===== src/gfc_pkg.sv =====
// ----------------------------------------------------------------------------
// gfc_pkg
// shared types, codes and constants of the frame compositor
// ----------------------------------------------------------------------------
package gfc_pkg;

   // default geometry and palette depth
   localparam int CanvasWidthDefault  = 320;
   localparam int CanvasHeightDefault = 240;
   localparam int PaletteDepthDefault = 256;

   // fixed field widths
   localparam int ADDR_W   = 17;
   localparam int CX_W     = 9;
   localparam int CY_W     = 8;
   localparam int COLOR_W  = 16;
   localparam int COMP_W   = 8;
   localparam int DIM_W    = 16;
   localparam int IDX9_W   = 9;
   localparam int CSR_IDX_W = 3;
   localparam int CSR_DATA_W = 16;

   // canvas positions carried to the back end (canvas side is at most 4096)
   localparam int POS_W = 12;

   // decoupling queue
   localparam int QUEUE_DEPTH = 4;
   localparam int QPTR_W      = $clog2(QUEUE_DEPTH);
   localparam int QCNT_W      = $clog2(QUEUE_DEPTH + 1);

   // input operations
   typedef enum logic [1:0] {
      OP_LOAD  = 2'd0,
      OP_PIXEL = 2'd1,
      OP_START = 2'd2
   } op_type;

   // register indexes
   typedef enum logic [CSR_IDX_W-1:0] {
      CSR_FRAME_LEFT   = 3'd0,
      CSR_FRAME_TOP    = 3'd1,
      CSR_FRAME_WIDTH  = 3'd2,
      CSR_FRAME_HEIGHT = 3'd3,
      CSR_INTERLACED   = 3'd4,
      CSR_TRANSPARENT  = 3'd5,
      CSR_PALETTE_SIZE = 3'd6
   } csr_index_type;

   // configuration as seen by the front end
   typedef struct packed {
      logic [DIM_W-1:0]  frame_left;
      logic [DIM_W-1:0]  frame_top;
      logic [DIM_W-1:0]  frame_width;
      logic [DIM_W-1:0]  frame_height;
      logic              interlaced;
      logic [IDX9_W-1:0] transparent_index;
      logic [IDX9_W-1:0] palette_size;
   } cfg_type;

   // work kinds in the queue
   typedef enum logic {
      ENTRY_LOAD  = 1'b0,
      ENTRY_PIXEL = 1'b1
   } entry_kind_type;

   // one queue word: a palette write or a kept pixel
   typedef struct packed {
      entry_kind_type     kind;
      logic [COMP_W-1:0]  slot;
      logic [COLOR_W-1:0] color;
      logic [POS_W-1:0]   x;
      logic [POS_W-1:0]   y;
   } entry_type;

   // first row of each interlace pass
   function automatic logic [3:0] pass_start(input logic [1:0] pass);
      logic [3:0] v;
      case (pass)
         2'd0:    v = 4'd0;
         2'd1:    v = 4'd4;
         2'd2:    v = 4'd2;
         default: v = 4'd1;
      endcase
      return v;
   endfunction

   // row step of each interlace pass
   function automatic logic [3:0] pass_step(input logic [1:0] pass);
      logic [3:0] v;
      case (pass)
         2'd0, 2'd1: v = 4'd8;
         2'd2:       v = 4'd4;
         default:    v = 4'd2;
      endcase
      return v;
   endfunction

endpackage


===== src/gfc_front.sv =====
// ----------------------------------------------------------------------------
// gfc_front
// accepts words, walks frame position, classifies pixels, queues work
// ----------------------------------------------------------------------------
module gfc_front
   import gfc_pkg::*;
#(
   parameter int CANVAS_WIDTH  = CanvasWidthDefault,
   parameter int CANVAS_HEIGHT = CanvasHeightDefault,
   parameter int PALETTE_DEPTH = PaletteDepthDefault
) (
   input  logic              clock,
   input  logic              reset,
   input  cfg_type           cfg,
   input  logic              accept,
   input  logic [1:0]        operation,
   input  logic [COMP_W-1:0] entry_number,
   input  logic [COMP_W-1:0] red,
   input  logic [COMP_W-1:0] green,
   input  logic [COMP_W-1:0] blue,
   input  logic [COMP_W-1:0] pixel_index,
   output logic              push,
   output entry_type         push_entry
);

   logic [DIM_W-1:0] column_ff, column_in;
   logic [DIM_W-1:0] rows_done_ff, rows_done_in;
   logic [DIM_W-1:0] row_ff, row_in;
   logic [1:0]       pass_ff, pass_in;

   logic             is_pixel;
   logic             active;
   logic [DIM_W:0]   x_full;
   logic [DIM_W:0]   y_full;
   logic [DIM_W:0]   col_inc;
   logic [DIM_W:0]   row_walk;
   logic [1:0]       pass_walk;
   logic [IDX9_W-1:0] px9;
   logic             keep;
   logic             load_ok;

   // position of this pixel on the canvas
   assign is_pixel = accept && (operation == OP_PIXEL);
   assign active   = is_pixel && (cfg.frame_width != '0)
                     && (rows_done_ff < cfg.frame_height);
   assign x_full   = {1'b0, cfg.frame_left} + {1'b0, column_ff};
   assign y_full   = {1'b0, cfg.frame_top} + {1'b0, row_ff};
   assign px9      = {1'b0, pixel_index};
   assign keep     = (x_full < (DIM_W+1)'(CANVAS_WIDTH))
                     && (y_full < (DIM_W+1)'(CANVAS_HEIGHT))
                     && (px9 != cfg.transparent_index)
                     && (px9 < cfg.palette_size)
                     && (px9 < IDX9_W'(PALETTE_DEPTH));
   assign col_inc  = {1'b0, column_ff} + 1'b1;
   assign load_ok  = (entry_number < COMP_W'(PALETTE_DEPTH - 1))
                     || (entry_number == COMP_W'(PALETTE_DEPTH - 1));

   // next row, walking past empty interlace passes
   always_comb begin
      pass_walk = pass_ff;
      if (!cfg.interlaced) begin
         row_walk = {1'b0, row_ff} + 1'b1;
      end else begin
         row_walk = {1'b0, row_ff} + (DIM_W+1)'(pass_step(pass_ff));
         for (int i = 0; i < 3; i++) begin
            if ((row_walk >= {1'b0, cfg.frame_height}) && (pass_walk != 2'd3)) begin
               pass_walk = pass_walk + 1'b1;
               row_walk  = (DIM_W+1)'(pass_start(pass_walk));
            end
         end
      end
   end

   // counter update
   always_comb begin
      column_in    = column_ff;
      rows_done_in = rows_done_ff;
      row_in       = row_ff;
      pass_in      = pass_ff;
      if (accept && (operation == OP_START)) begin
         column_in    = '0;
         rows_done_in = '0;
         row_in       = '0;
         pass_in      = '0;
      end else if (active) begin
         if (col_inc >= {1'b0, cfg.frame_width}) begin
            column_in    = '0;
            rows_done_in = rows_done_ff + 1'b1;
            row_in       = row_walk[DIM_W-1:0];
            pass_in      = pass_walk;
         end else begin
            column_in = col_inc[DIM_W-1:0];
         end
      end
   end

   always_ff @(posedge clock) begin
      if (reset) begin
         column_ff    <= '0;
         rows_done_ff <= '0;
         row_ff       <= '0;
         pass_ff      <= '0;
      end else begin
         column_ff    <= column_in;
         rows_done_ff <= rows_done_in;
         row_ff       <= row_in;
         pass_ff      <= pass_in;
      end
   end

   // work word for the back end
   always_comb begin
      push_entry.kind  = ENTRY_PIXEL;
      push_entry.slot  = pixel_index;
      push_entry.color = {red[7:3], green[7:2], blue[7:3]};
      push_entry.x     = x_full[POS_W-1:0];
      push_entry.y     = y_full[POS_W-1:0];
      push             = active && keep;
      if (accept && (operation == OP_LOAD)) begin
         push_entry.kind = ENTRY_LOAD;
         push_entry.slot = entry_number;
         push            = load_ok;
      end
   end

endmodule


===== src/gfc_queue.sv =====
// ----------------------------------------------------------------------------
// gfc_queue
// short fifo between front and back end
// ----------------------------------------------------------------------------
module gfc_queue
   import gfc_pkg::*;
(
   input  logic      clock,
   input  logic      reset,
   input  logic      push,
   input  entry_type push_entry,
   input  logic      pop,
   output logic      not_empty,
   output logic      full,
   output entry_type head
);

   entry_type         slots_ff [QUEUE_DEPTH];
   logic [QPTR_W-1:0] wr_ptr_ff;
   logic [QPTR_W-1:0] rd_ptr_ff;
   logic [QCNT_W-1:0] count_ff;

   assign not_empty = (count_ff != '0);
   assign full      = (count_ff == QCNT_W'(QUEUE_DEPTH));
   assign head      = slots_ff[rd_ptr_ff];

   // storage
   always_ff @(posedge clock) begin
      if (push) begin
         slots_ff[wr_ptr_ff] <= push_entry;
      end
   end

   // pointers and fill count
   always_ff @(posedge clock) begin
      if (reset) begin
         wr_ptr_ff <= '0;
         rd_ptr_ff <= '0;
         count_ff  <= '0;
      end else begin
         if (push) begin
            wr_ptr_ff <= (wr_ptr_ff == QPTR_W'(QUEUE_DEPTH - 1)) ? '0 : wr_ptr_ff + 1'b1;
         end
         if (pop) begin
            rd_ptr_ff <= (rd_ptr_ff == QPTR_W'(QUEUE_DEPTH - 1)) ? '0 : rd_ptr_ff + 1'b1;
         end
         if (push && !pop) begin
            count_ff <= count_ff + 1'b1;
         end else if (pop && !push) begin
            count_ff <= count_ff - 1'b1;
         end
      end
   end

   // checks
   a_no_overflow: assert property (@(posedge clock) disable iff (reset)
      full |-> !push)
      else $error("queue written while full");
   a_no_underflow: assert property (@(posedge clock) disable iff (reset)
      pop |-> not_empty)
      else $error("queue read while empty");
   a_count_bound: assert property (@(posedge clock) disable iff (reset)
      count_ff <= QCNT_W'(QUEUE_DEPTH))
      else $error("queue count beyond depth");
   a_count_step: assert property (@(posedge clock) disable iff (reset)
      (push && !pop) |=> (count_ff == $past(count_ff) + 1'b1))
      else $error("queue count missed a push");

endmodule


===== src/gfc_back.sv =====
// ----------------------------------------------------------------------------
// gfc_back
// palette memory, canvas address and the result register
// ----------------------------------------------------------------------------
module gfc_back
   import gfc_pkg::*;
#(
   parameter int CANVAS_WIDTH  = CanvasWidthDefault,
   parameter int PALETTE_DEPTH = PaletteDepthDefault
) (
   input  logic               clock,
   input  logic               reset,
   input  logic               not_empty,
   input  entry_type          head,
   output logic               pop,
   output logic               rsp_valid,
   input  logic               rsp_stall,
   output logic [ADDR_W-1:0]  rsp_canvas_address,
   output logic [CX_W-1:0]    rsp_canvas_x,
   output logic [CY_W-1:0]    rsp_canvas_y,
   output logic [COLOR_W-1:0] rsp_color
);

   localparam int PIDX_W = $clog2(PALETTE_DEPTH);
   localparam int PROD_W = POS_W + $clog2(CANVAS_WIDTH + 1);
   localparam int SUM_W  = (PROD_W + 1 > ADDR_W) ? PROD_W + 1 : ADDR_W;

   logic [COLOR_W-1:0] palette_mem [PALETTE_DEPTH];
   logic [COLOR_W-1:0] rd_data_ff;

   logic               s1_valid_ff;
   logic [PROD_W-1:0]  s1_prod_ff;
   logic [POS_W-1:0]   s1_x_ff;
   logic [POS_W-1:0]   s1_y_ff;

   logic               out_valid_ff;
   logic [ADDR_W-1:0]  out_addr_ff;
   logic [CX_W-1:0]    out_x_ff;
   logic [CY_W-1:0]    out_y_ff;
   logic [COLOR_W-1:0] out_color_ff;

   logic               out_free;
   logic               s1_adv;
   logic [SUM_W-1:0]   addr_sum;
   logic [PIDX_W-1:0]  mem_idx;

   // stage enables
   assign out_free = !out_valid_ff || !rsp_stall;
   assign s1_adv   = !s1_valid_ff || out_free;
   assign pop      = not_empty && s1_adv;
   assign mem_idx  = head.slot[PIDX_W-1:0];

   // palette memory: loads write, pixels read
   always_ff @(posedge clock) begin
      if (pop && (head.kind == ENTRY_LOAD)) begin
         palette_mem[mem_idx] <= head.color;
      end
      if (pop && (head.kind == ENTRY_PIXEL)) begin
         rd_data_ff <= palette_mem[mem_idx];
      end
   end

   // stage one: row base product
   always_ff @(posedge clock) begin
      if (reset) begin
         s1_valid_ff <= 1'b0;
      end else if (s1_adv) begin
         s1_valid_ff <= pop && (head.kind == ENTRY_PIXEL);
      end
      if (pop && (head.kind == ENTRY_PIXEL)) begin
         s1_prod_ff <= PROD_W'(head.y) * PROD_W'(CANVAS_WIDTH);
         s1_x_ff    <= head.x;
         s1_y_ff    <= head.y;
      end
   end

   assign addr_sum = SUM_W'(s1_prod_ff) + SUM_W'(s1_x_ff);

   // result register
   always_ff @(posedge clock) begin
      if (reset) begin
         out_valid_ff <= 1'b0;
      end else if (out_free) begin
         out_valid_ff <= s1_valid_ff;
      end
      if (out_free && s1_valid_ff) begin
         out_addr_ff  <= addr_sum[ADDR_W-1:0];
         out_x_ff     <= s1_x_ff[CX_W-1:0];
         out_y_ff     <= s1_y_ff[CY_W-1:0];
         out_color_ff <= rd_data_ff;
      end
   end

   assign rsp_valid          = out_valid_ff;
   assign rsp_canvas_address = out_addr_ff;
   assign rsp_canvas_x       = out_x_ff;
   assign rsp_canvas_y       = out_y_ff;
   assign rsp_color          = out_color_ff;

   // checks
   a_s1_hold: assert property (@(posedge clock) disable iff (reset)
      (s1_valid_ff && !out_free) |=> (s1_valid_ff && $stable(s1_prod_ff)))
      else $error("stage one word lost under stall");
   a_no_pop_blocked: assert property (@(posedge clock) disable iff (reset)
      (s1_valid_ff && !out_free) |-> !pop)
      else $error("queue popped while stage one blocked");
   a_result_move: assert property (@(posedge clock) disable iff (reset)
      (s1_valid_ff && out_free) |=> out_valid_ff)
      else $error("stage one word not moved to result");

endmodule


===== src/gif_frame_compositor_core.sv =====
// ----------------------------------------------------------------------------
// gif_frame_compositor_core
// palette index stream to rgb565 canvas writes, with gif interlace order
// ----------------------------------------------------------------------------
// usage:
//   req_* carries one word per handshake: a palette load, a pixel index or a
//   frame start. a word is taken at a clock edge with req_valid high and
//   req_stall low. rsp_* carries one canvas write (address, x, y, color) per
//   kept pixel; it is taken at an edge with rsp_valid high and rsp_stall low.
//   user writes csr_* frame registers only while block is idle; not enforced.
// throughput: one word per cycle while req_stall is low, set by the position
//   walker in the front end and the one-port palette memory in the back end.
// path: a kept pixel passes the queue slot, then the palette read with row
//   product, then the result register, before it shows on rsp_*. loads,
//   frame starts and dropped pixels give no result.
// stall: a four-word queue sits between front and back end. while rsp_stall
//   holds the result, the back end stops, the queue fills, and req_stall
//   rises once the queue is full; nothing is lost.
// reset: synchronous, clears counters, queue and valids; registers return to
//   zero with no transparency. the palette is undefined until loaded.
// ----------------------------------------------------------------------------
module gif_frame_compositor_core
   import gfc_pkg::*;
#(
   parameter int CANVAS_WIDTH  = CanvasWidthDefault,
   parameter int CANVAS_HEIGHT = CanvasHeightDefault,
   parameter int PALETTE_DEPTH = PaletteDepthDefault
) (
   input  logic                  clock,
   input  logic                  reset,
   // configuration
   input  logic                  csr_wen,
   input  logic [CSR_IDX_W-1:0]  csr_index,
   input  logic [CSR_DATA_W-1:0] csr_wdata,
   // input words
   input  logic                  req_valid,
   output logic                  req_stall,
   input  logic [1:0]            req_operation,
   input  logic [COMP_W-1:0]     req_entry_number,
   input  logic [COMP_W-1:0]     req_red,
   input  logic [COMP_W-1:0]     req_green,
   input  logic [COMP_W-1:0]     req_blue,
   input  logic [COMP_W-1:0]     req_pixel_index,
   // canvas writes
   output logic                  rsp_valid,
   input  logic                  rsp_stall,
   output logic [ADDR_W-1:0]     rsp_canvas_address,
   output logic [CX_W-1:0]       rsp_canvas_x,
   output logic [CY_W-1:0]       rsp_canvas_y,
   output logic [COLOR_W-1:0]    rsp_color
);

   cfg_type   cfg_ff;
   logic      accept;
   logic      push;
   entry_type push_entry;
   logic      pop;
   logic      not_empty;
   logic      full;
   entry_type head;

   // configuration registers
   always_ff @(posedge clock) begin
      if (reset) begin
         cfg_ff.frame_left        <= '0;
         cfg_ff.frame_top         <= '0;
         cfg_ff.frame_width       <= '0;
         cfg_ff.frame_height      <= '0;
         cfg_ff.interlaced        <= 1'b0;
         cfg_ff.transparent_index <= IDX9_W'(256);
         cfg_ff.palette_size      <= '0;
      end else if (csr_wen) begin
         unique case (csr_index)
            CSR_FRAME_LEFT:   cfg_ff.frame_left        <= csr_wdata;
            CSR_FRAME_TOP:    cfg_ff.frame_top         <= csr_wdata;
            CSR_FRAME_WIDTH:  cfg_ff.frame_width       <= csr_wdata;
            CSR_FRAME_HEIGHT: cfg_ff.frame_height      <= csr_wdata;
            CSR_INTERLACED:   cfg_ff.interlaced        <= csr_wdata[0];
            CSR_TRANSPARENT:  cfg_ff.transparent_index <= csr_wdata[IDX9_W-1:0];
            CSR_PALETTE_SIZE: cfg_ff.palette_size      <= csr_wdata[IDX9_W-1:0];
            default: ;
         endcase
      end
   end

   // input handshake
   assign req_stall = full;
   assign accept    = req_valid && !req_stall;

   gfc_front #(
      .CANVAS_WIDTH  (CANVAS_WIDTH),
      .CANVAS_HEIGHT (CANVAS_HEIGHT),
      .PALETTE_DEPTH (PALETTE_DEPTH)
   ) u_front (
      .clock        (clock),
      .reset        (reset),
      .cfg          (cfg_ff),
      .accept       (accept),
      .operation    (req_operation),
      .entry_number (req_entry_number),
      .red          (req_red),
      .green        (req_green),
      .blue         (req_blue),
      .pixel_index  (req_pixel_index),
      .push         (push),
      .push_entry   (push_entry)
   );

   gfc_queue u_queue (
      .clock      (clock),
      .reset      (reset),
      .push       (push),
      .push_entry (push_entry),
      .pop        (pop),
      .not_empty  (not_empty),
      .full       (full),
      .head       (head)
   );

   gfc_back #(
      .CANVAS_WIDTH  (CANVAS_WIDTH),
      .PALETTE_DEPTH (PALETTE_DEPTH)
   ) u_back (
      .clock              (clock),
      .reset              (reset),
      .not_empty          (not_empty),
      .head               (head),
      .pop                (pop),
      .rsp_valid          (rsp_valid),
      .rsp_stall          (rsp_stall),
      .rsp_canvas_address (rsp_canvas_address),
      .rsp_canvas_x       (rsp_canvas_x),
      .rsp_canvas_y       (rsp_canvas_y),
      .rsp_color          (rsp_color)
   );

endmodule


===== config.mk =====
export PLATFORM = sky130hd
export DESIGN_NAME = gif_frame_compositor_core
export DESIGN_NICKNAME = d
export VERILOG_FILES = /design/src/gfc_pkg.sv /design/src/gfc_front.sv /design/src/gfc_queue.sv /design/src/gfc_back.sv /design/src/gif_frame_compositor_core.sv
export SDC_FILE = /design/constraint.sdc
export NUM_CORES = 2
export LEC_CHECK = 0
export BUFFER_PORTS_ARGS = -buffer_cell sky130_fd_sc_hd__buf_2
export CAP_MARGIN = 40
export CORE_MARGIN = 3
export CORE_UTILIZATION = 45
export CTS_BUF_LIST = sky130_fd_sc_hd__clkbuf_8
export DETAILED_ROUTE_END_ITERATION = 6
export GPL_ROUTABILITY_DRIVEN = 1
export PLACE_DENSITY = 0.7
export SLEW_MARGIN = 30
export SYNTH_ARGS = -nofsm -noshare
export SYNTH_HDL_FRONTEND = slang
export SYNTH_MEMORY_MAX_BITS = 65536
export SYNTH_SLANG_ARGS = --single-unit

===== constraint.sdc =====
create_clock -name clock -period 8.3 [get_ports clock]
set_input_delay 2.49 -clock clock [delete_from_list [all_inputs] [get_ports clock]]
set_output_delay 2.49 -clock clock [all_outputs]
set_load 0.02 [all_outputs]

# Yosys cells after proc, flatten, opt, wreduce, memory -nomap -nowiden
# Memories as Yosys holds them, arrays and structs flattened. A register that Yosys moved wholly into a read port is not among the register bits.
# Index checks and enable logic that the tools add are counted.
[word_totals]
regBits = 223
ramBits = 4292
inputBits = 66
out_inout_bits = 52
wordCells = 153
n_memories = 2
[memory_table]
columns = ["memory", "words", "width", "read_ports", "rd_clocked_by_memory_dff", "write_ports", "line", "source"]
rows = [
  ["u_back.palette_mem", 256, 16, 1, 1, 1, "gfc_back.sv:28", "logic [COLOR_W-1:0] palette_mem [PALETTE_DEPTH];"],
  ["u_queue.slots_ff", 4, 49, 1, 1, 1, "gfc_queue.sv:18", "entry_type slots_ff [QUEUE_DEPTH];"],
]
[op_classes]
n_addsub = 14
multipliers = 1
order_cmp = 10
n_eq_ne = 24
muxes = 29
n_bitwise = 1
reduce_logical = 49
[op_table]
columns = ["cell", "count"]
rows = [
  ["$ge A17 B16 Y1", 4],
  ["$mux W17", 4],
  ["$mux W16", 3],
  ["$add A16 B16 Y17", 2],
  ["$add A16 B1 Y16 const B", 2],
  ["$pmux W3 S3", 3],
  ["$logic_and A1 B1 Y1", 20],
  ["$mux W2", 9],
  ["$add A16 B1 Y17 const B", 1],
  ["$add A16 B4 Y17", 1],
  ["$add A17 B12 Y17", 1],
  ["$lt A17 B8 Y1 const B", 1],
  ["$lt A17 B9 Y1 const B", 1],
  ["$lt A16 B16 Y1", 1],
  ["$reduce_and A2 Y1", 8],
  ["$reduce_bool A16 Y1", 1],
  ["$eq A2 B2 Y1 const B", 7],
  ["$eq A3 B3 Y1 const B", 4],
  ["$mul A12 B3 Y11 const B", 1],
  ["$add A2 B1 Y2 const B", 5],
  ["$eq A2 B1 Y1 const B", 5],
  ["$logic_not A2 Y1", 5],
  ["$lt A8 B9 Y1", 1],
  ["$lt A8 B9 Y1 const B", 1],
  ["other kinds (21)", 37],
]

# Depth between registers and ports, before layout
[depth]
word_depth = 18
ltp_mapped = 39
depth_no_buf = 37

# Modules after synthesis
# Synthesis repeated with hierarchy kept, for this count alone.
[hier_totals]
cells_unflattened = 8499
area_unflattened_um2 = 176949.7
[by_module_without_submodules]
columns = ["module", "instances", "cells_each", "area_each_um2", "seq_area_each_um2"]
rows = [
  ["gfc_back", 1, 6874, 158381.9, 125710.6],
  ["gfc_front", 1, 1030, 7731.2, 1001.0],
  ["gfc_queue", 1, 300, 7533.5, 6065.8],
  ["gif_frame_compositor_core", 1, 295, 3303.2, 1661.6],
]

# Least setup slack after synthesis
# Ideal clock, no wire load.
[synth_timing]
path_type = "flip-flop to flip-flop"
from = "register u_front.pass_ff[0]"
to = "register u_front.pass_ff[0]"
setup_ps = 62
arrival_time_ps = 7308
required_time_ps = 8238
setup_slack_ps = 929
stages_incl_launch_ff = 35
n_path_buf = 1
period_less_slack_ps = 7371
cell_sequence = "dfxtp_1 inv_1 ha_1 or2_2 ha_1 a21o_1 nand2b_1 or2_2 nor2_1 xnor2_1 inv_1 ha_1 a21boi_0 o21ai_1 a211o_1 a221oi_2 o22ai_4 mux2_2 ha_1 nor2b_1 o21a_1 o21bai_1 a31oi_1 or3_1 a21o_1 clkbuf_1 mux2_2 ha_1 nand4_1 nor4_1 o21ai_0 and3b_1 o2bb2ai_1 or4b_1 nand3_1"
[synth_via]
elab_chain_cells = 17
elab_cells_between_ends = 36
classes_between = "4 x add/sub; 3 x order compare; 9 x eq/ne; 13 x mux; 7 x reduce/logical"
[synth_rtl]
columns = ["item", "line", "source"]
rows = [
  ["from (decl)", "gfc_front.sv:29", "logic [1:0] pass_ff, pass_in;"],
  ["from (signal assigned)", "gfc_front.sv:107", "pass_ff <= pass_in;"],
  ["parallel branches: the longest is 16 deep, another holds $add A16 B4 Y17", "--", ""],
  ["$mux W2 (*)", "gfc_front.sv:66", "if ((row_walk >= {1'b0, cfg.frame_height}) && (pass_walk != 2'd3)) begin"],
]
# Mark *: on every way between the ends. The select of a mux whose other input is x is not followed.
# A chain may end at the register's enable or synchronous reset.

# Final worst setup path
# Ends and elaborated chain as after synthesis.

==> out/metrics.csv <==
stage,metric,value,unit
run_status,failing checks,DRC,
setup_path,CP peak stage delay,0.44,ns
power_and_ir_drop,VDD IR max,0.273,mV
floorplan,row cnt,230,
clock_network,total CTS buffers,692,
final_layout,Area Growth Syn to Fin,13.2,%
route,via count,103310,
floorplan,# IOs,118,
clock_network,clock slew seen by the registers of the worst setup and hold paths,0.06,ns
clock_network,CTS Sinks,4521,
global_routing,GRT Util Overall,26.7,%
global_routing,first-pass GRT wire length,765000,um
route,Routed Wire Length,551000,um
placement,IO buf count,109,
final_layout,layout cells sized above 1,22.3,%
synthesis,cell with the most instances after synthesis,edfxtp_1,
synthesis,prevailing post-synth register cell,edfxtp_1,
global_routing,number of global-route vias before repair,99636,
floorplan,Starting Density,45.4,%
clock_network,H-tree levels,6,
setup_path,crit-path max FO,9,
setup_path,"Data arrival, critical path",8.80,ns
job,Max Cap Viol,0,
timing,RSZ-0062 raised after global routing,false,
global_routing,initial antenna violation count,62,
synthesis,Yosys warnings,0,
synthesis,ys async rst share,0,%
placement,placed instance area,0.189,mm^2
floorplan,Die W,636,um
global_routing,GR Layer Usage met1,34.5,%
power_and_ir_drop,static leakage power,66.4,nW
synthesis,Post-synth EDFFs,4377,
power_and_ir_drop,Design Power,65.5,mW
clock_network,Post-CTS Hold Fix Bufs,0,
global_routing,largest net degree at the start of global routing,203,
synthesis,Synth area leader,edfxtp_1,
route,initial DRC count,16544,
clock_network,worst skew pair latency,1.27,ns
synthesis,Mapped Nets,10190,
global_routing,met2 usage,38.9,%
timing,skew final,0.126,ns
floorplan,DIE HEIGHT,636,um
timing,"Hold Vio Cnt, Final",0,
route,Initial DRT Pass Iterations,7,
route,Detail Route Antenna Nets,0,
clock_network,Clock Path Buffers,4,
setup_path,CP Capture Type,flop,
timing,setup TNS,0,ns
clock_network,CTS tree,done,
final_layout,fin area,0.202,mm^2
synthesis,"Cell Area, Synth",0.179,mm^2
route,DR WL/cell,33.3,um
route,DRC viols,1,
synthesis,#FFs+latches synth,4521,
route,vias per cell,6.24,
hold_path,hold crit path type,reg -> reg,
placement,Placer Congestion,1.00,
final_layout,Final Core Density,51.3,%
timing,Final period util,92.9,%
floorplan,core area,0.394,mm^2
synthesis,ranking of synthesized cells by area,"edfxtp_1, mux4_2, nand2_1",
hold_path,WHS Path Cells,0,
timing,hold slack,0.424,ns
power_and_ir_drop,power per cell area,324,mW/mm^2
timing,headroom to the max-slew limit,30.2,%
floorplan,die area,0.404,mm^2
timing,final setup violation count,0,
setup_path,required time at the worst-slack endpoint,9.39,ns
clock_network,setup bufs post-CTS,0,
clock_network,CTS Root Cell,clkbuf_8,
synthesis,library cells used by synthesis,82,
synthesis,Synth top area share,73.6,%
setup_path,"most used cell, CP",ha_1,
placement,post-detail-place hpwl,351000,um
setup_path,Worst R2R Path Depth,36,
timing,Tmin final,7.71,ns
setup_path,Worst setup SP type,flop,
global_routing,met3 usage,9.17,%
final_layout,nets,11029,
synthesis,Syn Area/Cell,17.9,um^2
setup_path,CP Class,reg -> reg,
setup_path,"slowest stage cell, crit path",or4b_1,
timing,fin. max-slew vios,0,
synthesis,part of the Yosys area used for sequential elements,75.2,%
synthesis,Mapped Cells,9954,
timing,Slew @ Worst Pin,1.02,ns
final_layout,fillers,30970,
timing,Max Clk Rate,130,MHz
global_routing,GR peak layer,met2,
synthesis,Post-synth top cells,"edfxtp_1, nand2_1, mux4_2, nor2_1, nand3_1",
run_status,status,finished with violations,
global_routing,grt total ovfl,0,
worst max-delay path: cells and delay by family (launching register included):
family	cells	cell delay, ns
AND/OR/NAND/NOR	12	2.55
XOR/XNOR	1	0.16
flip-flops	1	0.34
buffers and inverters	5	0.71
adder cells (fa/ha/maj)	5	1.26
AO/OA/AOI/OAI	12	2.31
multiplexers	1	0.31
stage by stage:
stage                     worst slack [ns]  cells
after floorplan                      0.929   9954
final                                0.592  16549
after global placement               0.232  15185
after detailed placement             0.299  15281
after global routing                0.0230  16528
after CTS                            0.260  16487
power by group:
part	internal, mW	switching, mW
clock network	8.11	8.72
registers	28.1	0.262
logic	6.02	14.2
routing by layer:
| layer | routed length [um] | up-vias | part of all wire (%) |
|---|---|---|---|
| met5 | 80 | - | 0.015 |
| met4 | 38700 | 12 | 7.0 |
| met3 | 78400 | 1418 | 14 |
| met2 | 242000 | 7669 | 44 |
| met1 | 192000 | 52789 | 35 |
| li1 | - | 41422 | - |
flip-flops by register name, summed over array words and instances, names as in the netlist, 16 cells and up, named ones only:
name                  count
u_queue.slots_ff        192
u_front.rows_done_ff     16
u_front.row_ff           16
u_back.palette_mem     4096
cfg_ff                   83
u_back.rsp_color         16
u_front.column_ff        16
u_back.rd_data_ff        16
worst paths after layout:
check                          start                      to  slack [ns]
setup / recovery  u_front.pass_ff[0]      u_front.pass_ff[0]        0.59
hold / removal     u_back.s1_y_ff[6]  u_back.rsp_canvas_y[6]        0.42
setup reg to reg  u_front.pass_ff[0]      u_front.pass_ff[0]        0.59
hold reg to reg    u_back.s1_y_ff[6]  u_back.rsp_canvas_y[6]        0.42
cells in the final DEF (no fill, tap or decap), types with 206 or more instances in the layout:
cell / instances
buf_4: 449
nor2_1: 303
mux2i_1: 272
nand3_1: 366
clkbuf_8: 701
edfxtp_1: 4377
inv_1: 360
a21oi_1: 206
mux4_2: 796
nand2_1: 1312
final cells by class:
type                            count  area [um^2]  share of cell area [%]
Clock buffer                      701         9650                    4.77
Inverter                          115          432                   0.214
Multi-Input combinational cell   4784        42500                    21.0
Sequential cell                  4521       134000                    66.5
Timing Repair Buffer              679         6040                    2.99
Clock inverter                    505         2630                    1.30
Tap cell                         5220         6530                    3.23
Antenna cell                       24         60.1                  0.0297
what timing repair did:
| item | 4_1_cts | 5_1_grt |
|---|---|---|
| hold endpoints to repair | 0 | 0 |
| gates resized for setup | 0 | 8 |
| endpoints found under the setup margin | 0 | 14 |
cell families after synthesis:
logic type | share of synthesized area, %
multiplexers | 12.0
XOR/XNOR | 0.455
AND/OR/NAND/NOR | 6.15
buffers and inverters | 1.67
flip-flops | 75.2
adder cells (fa/ha/maj) | 1.22
AO/OA/AOI/OAI | 3.29
(Power assumes the default switching activity.)
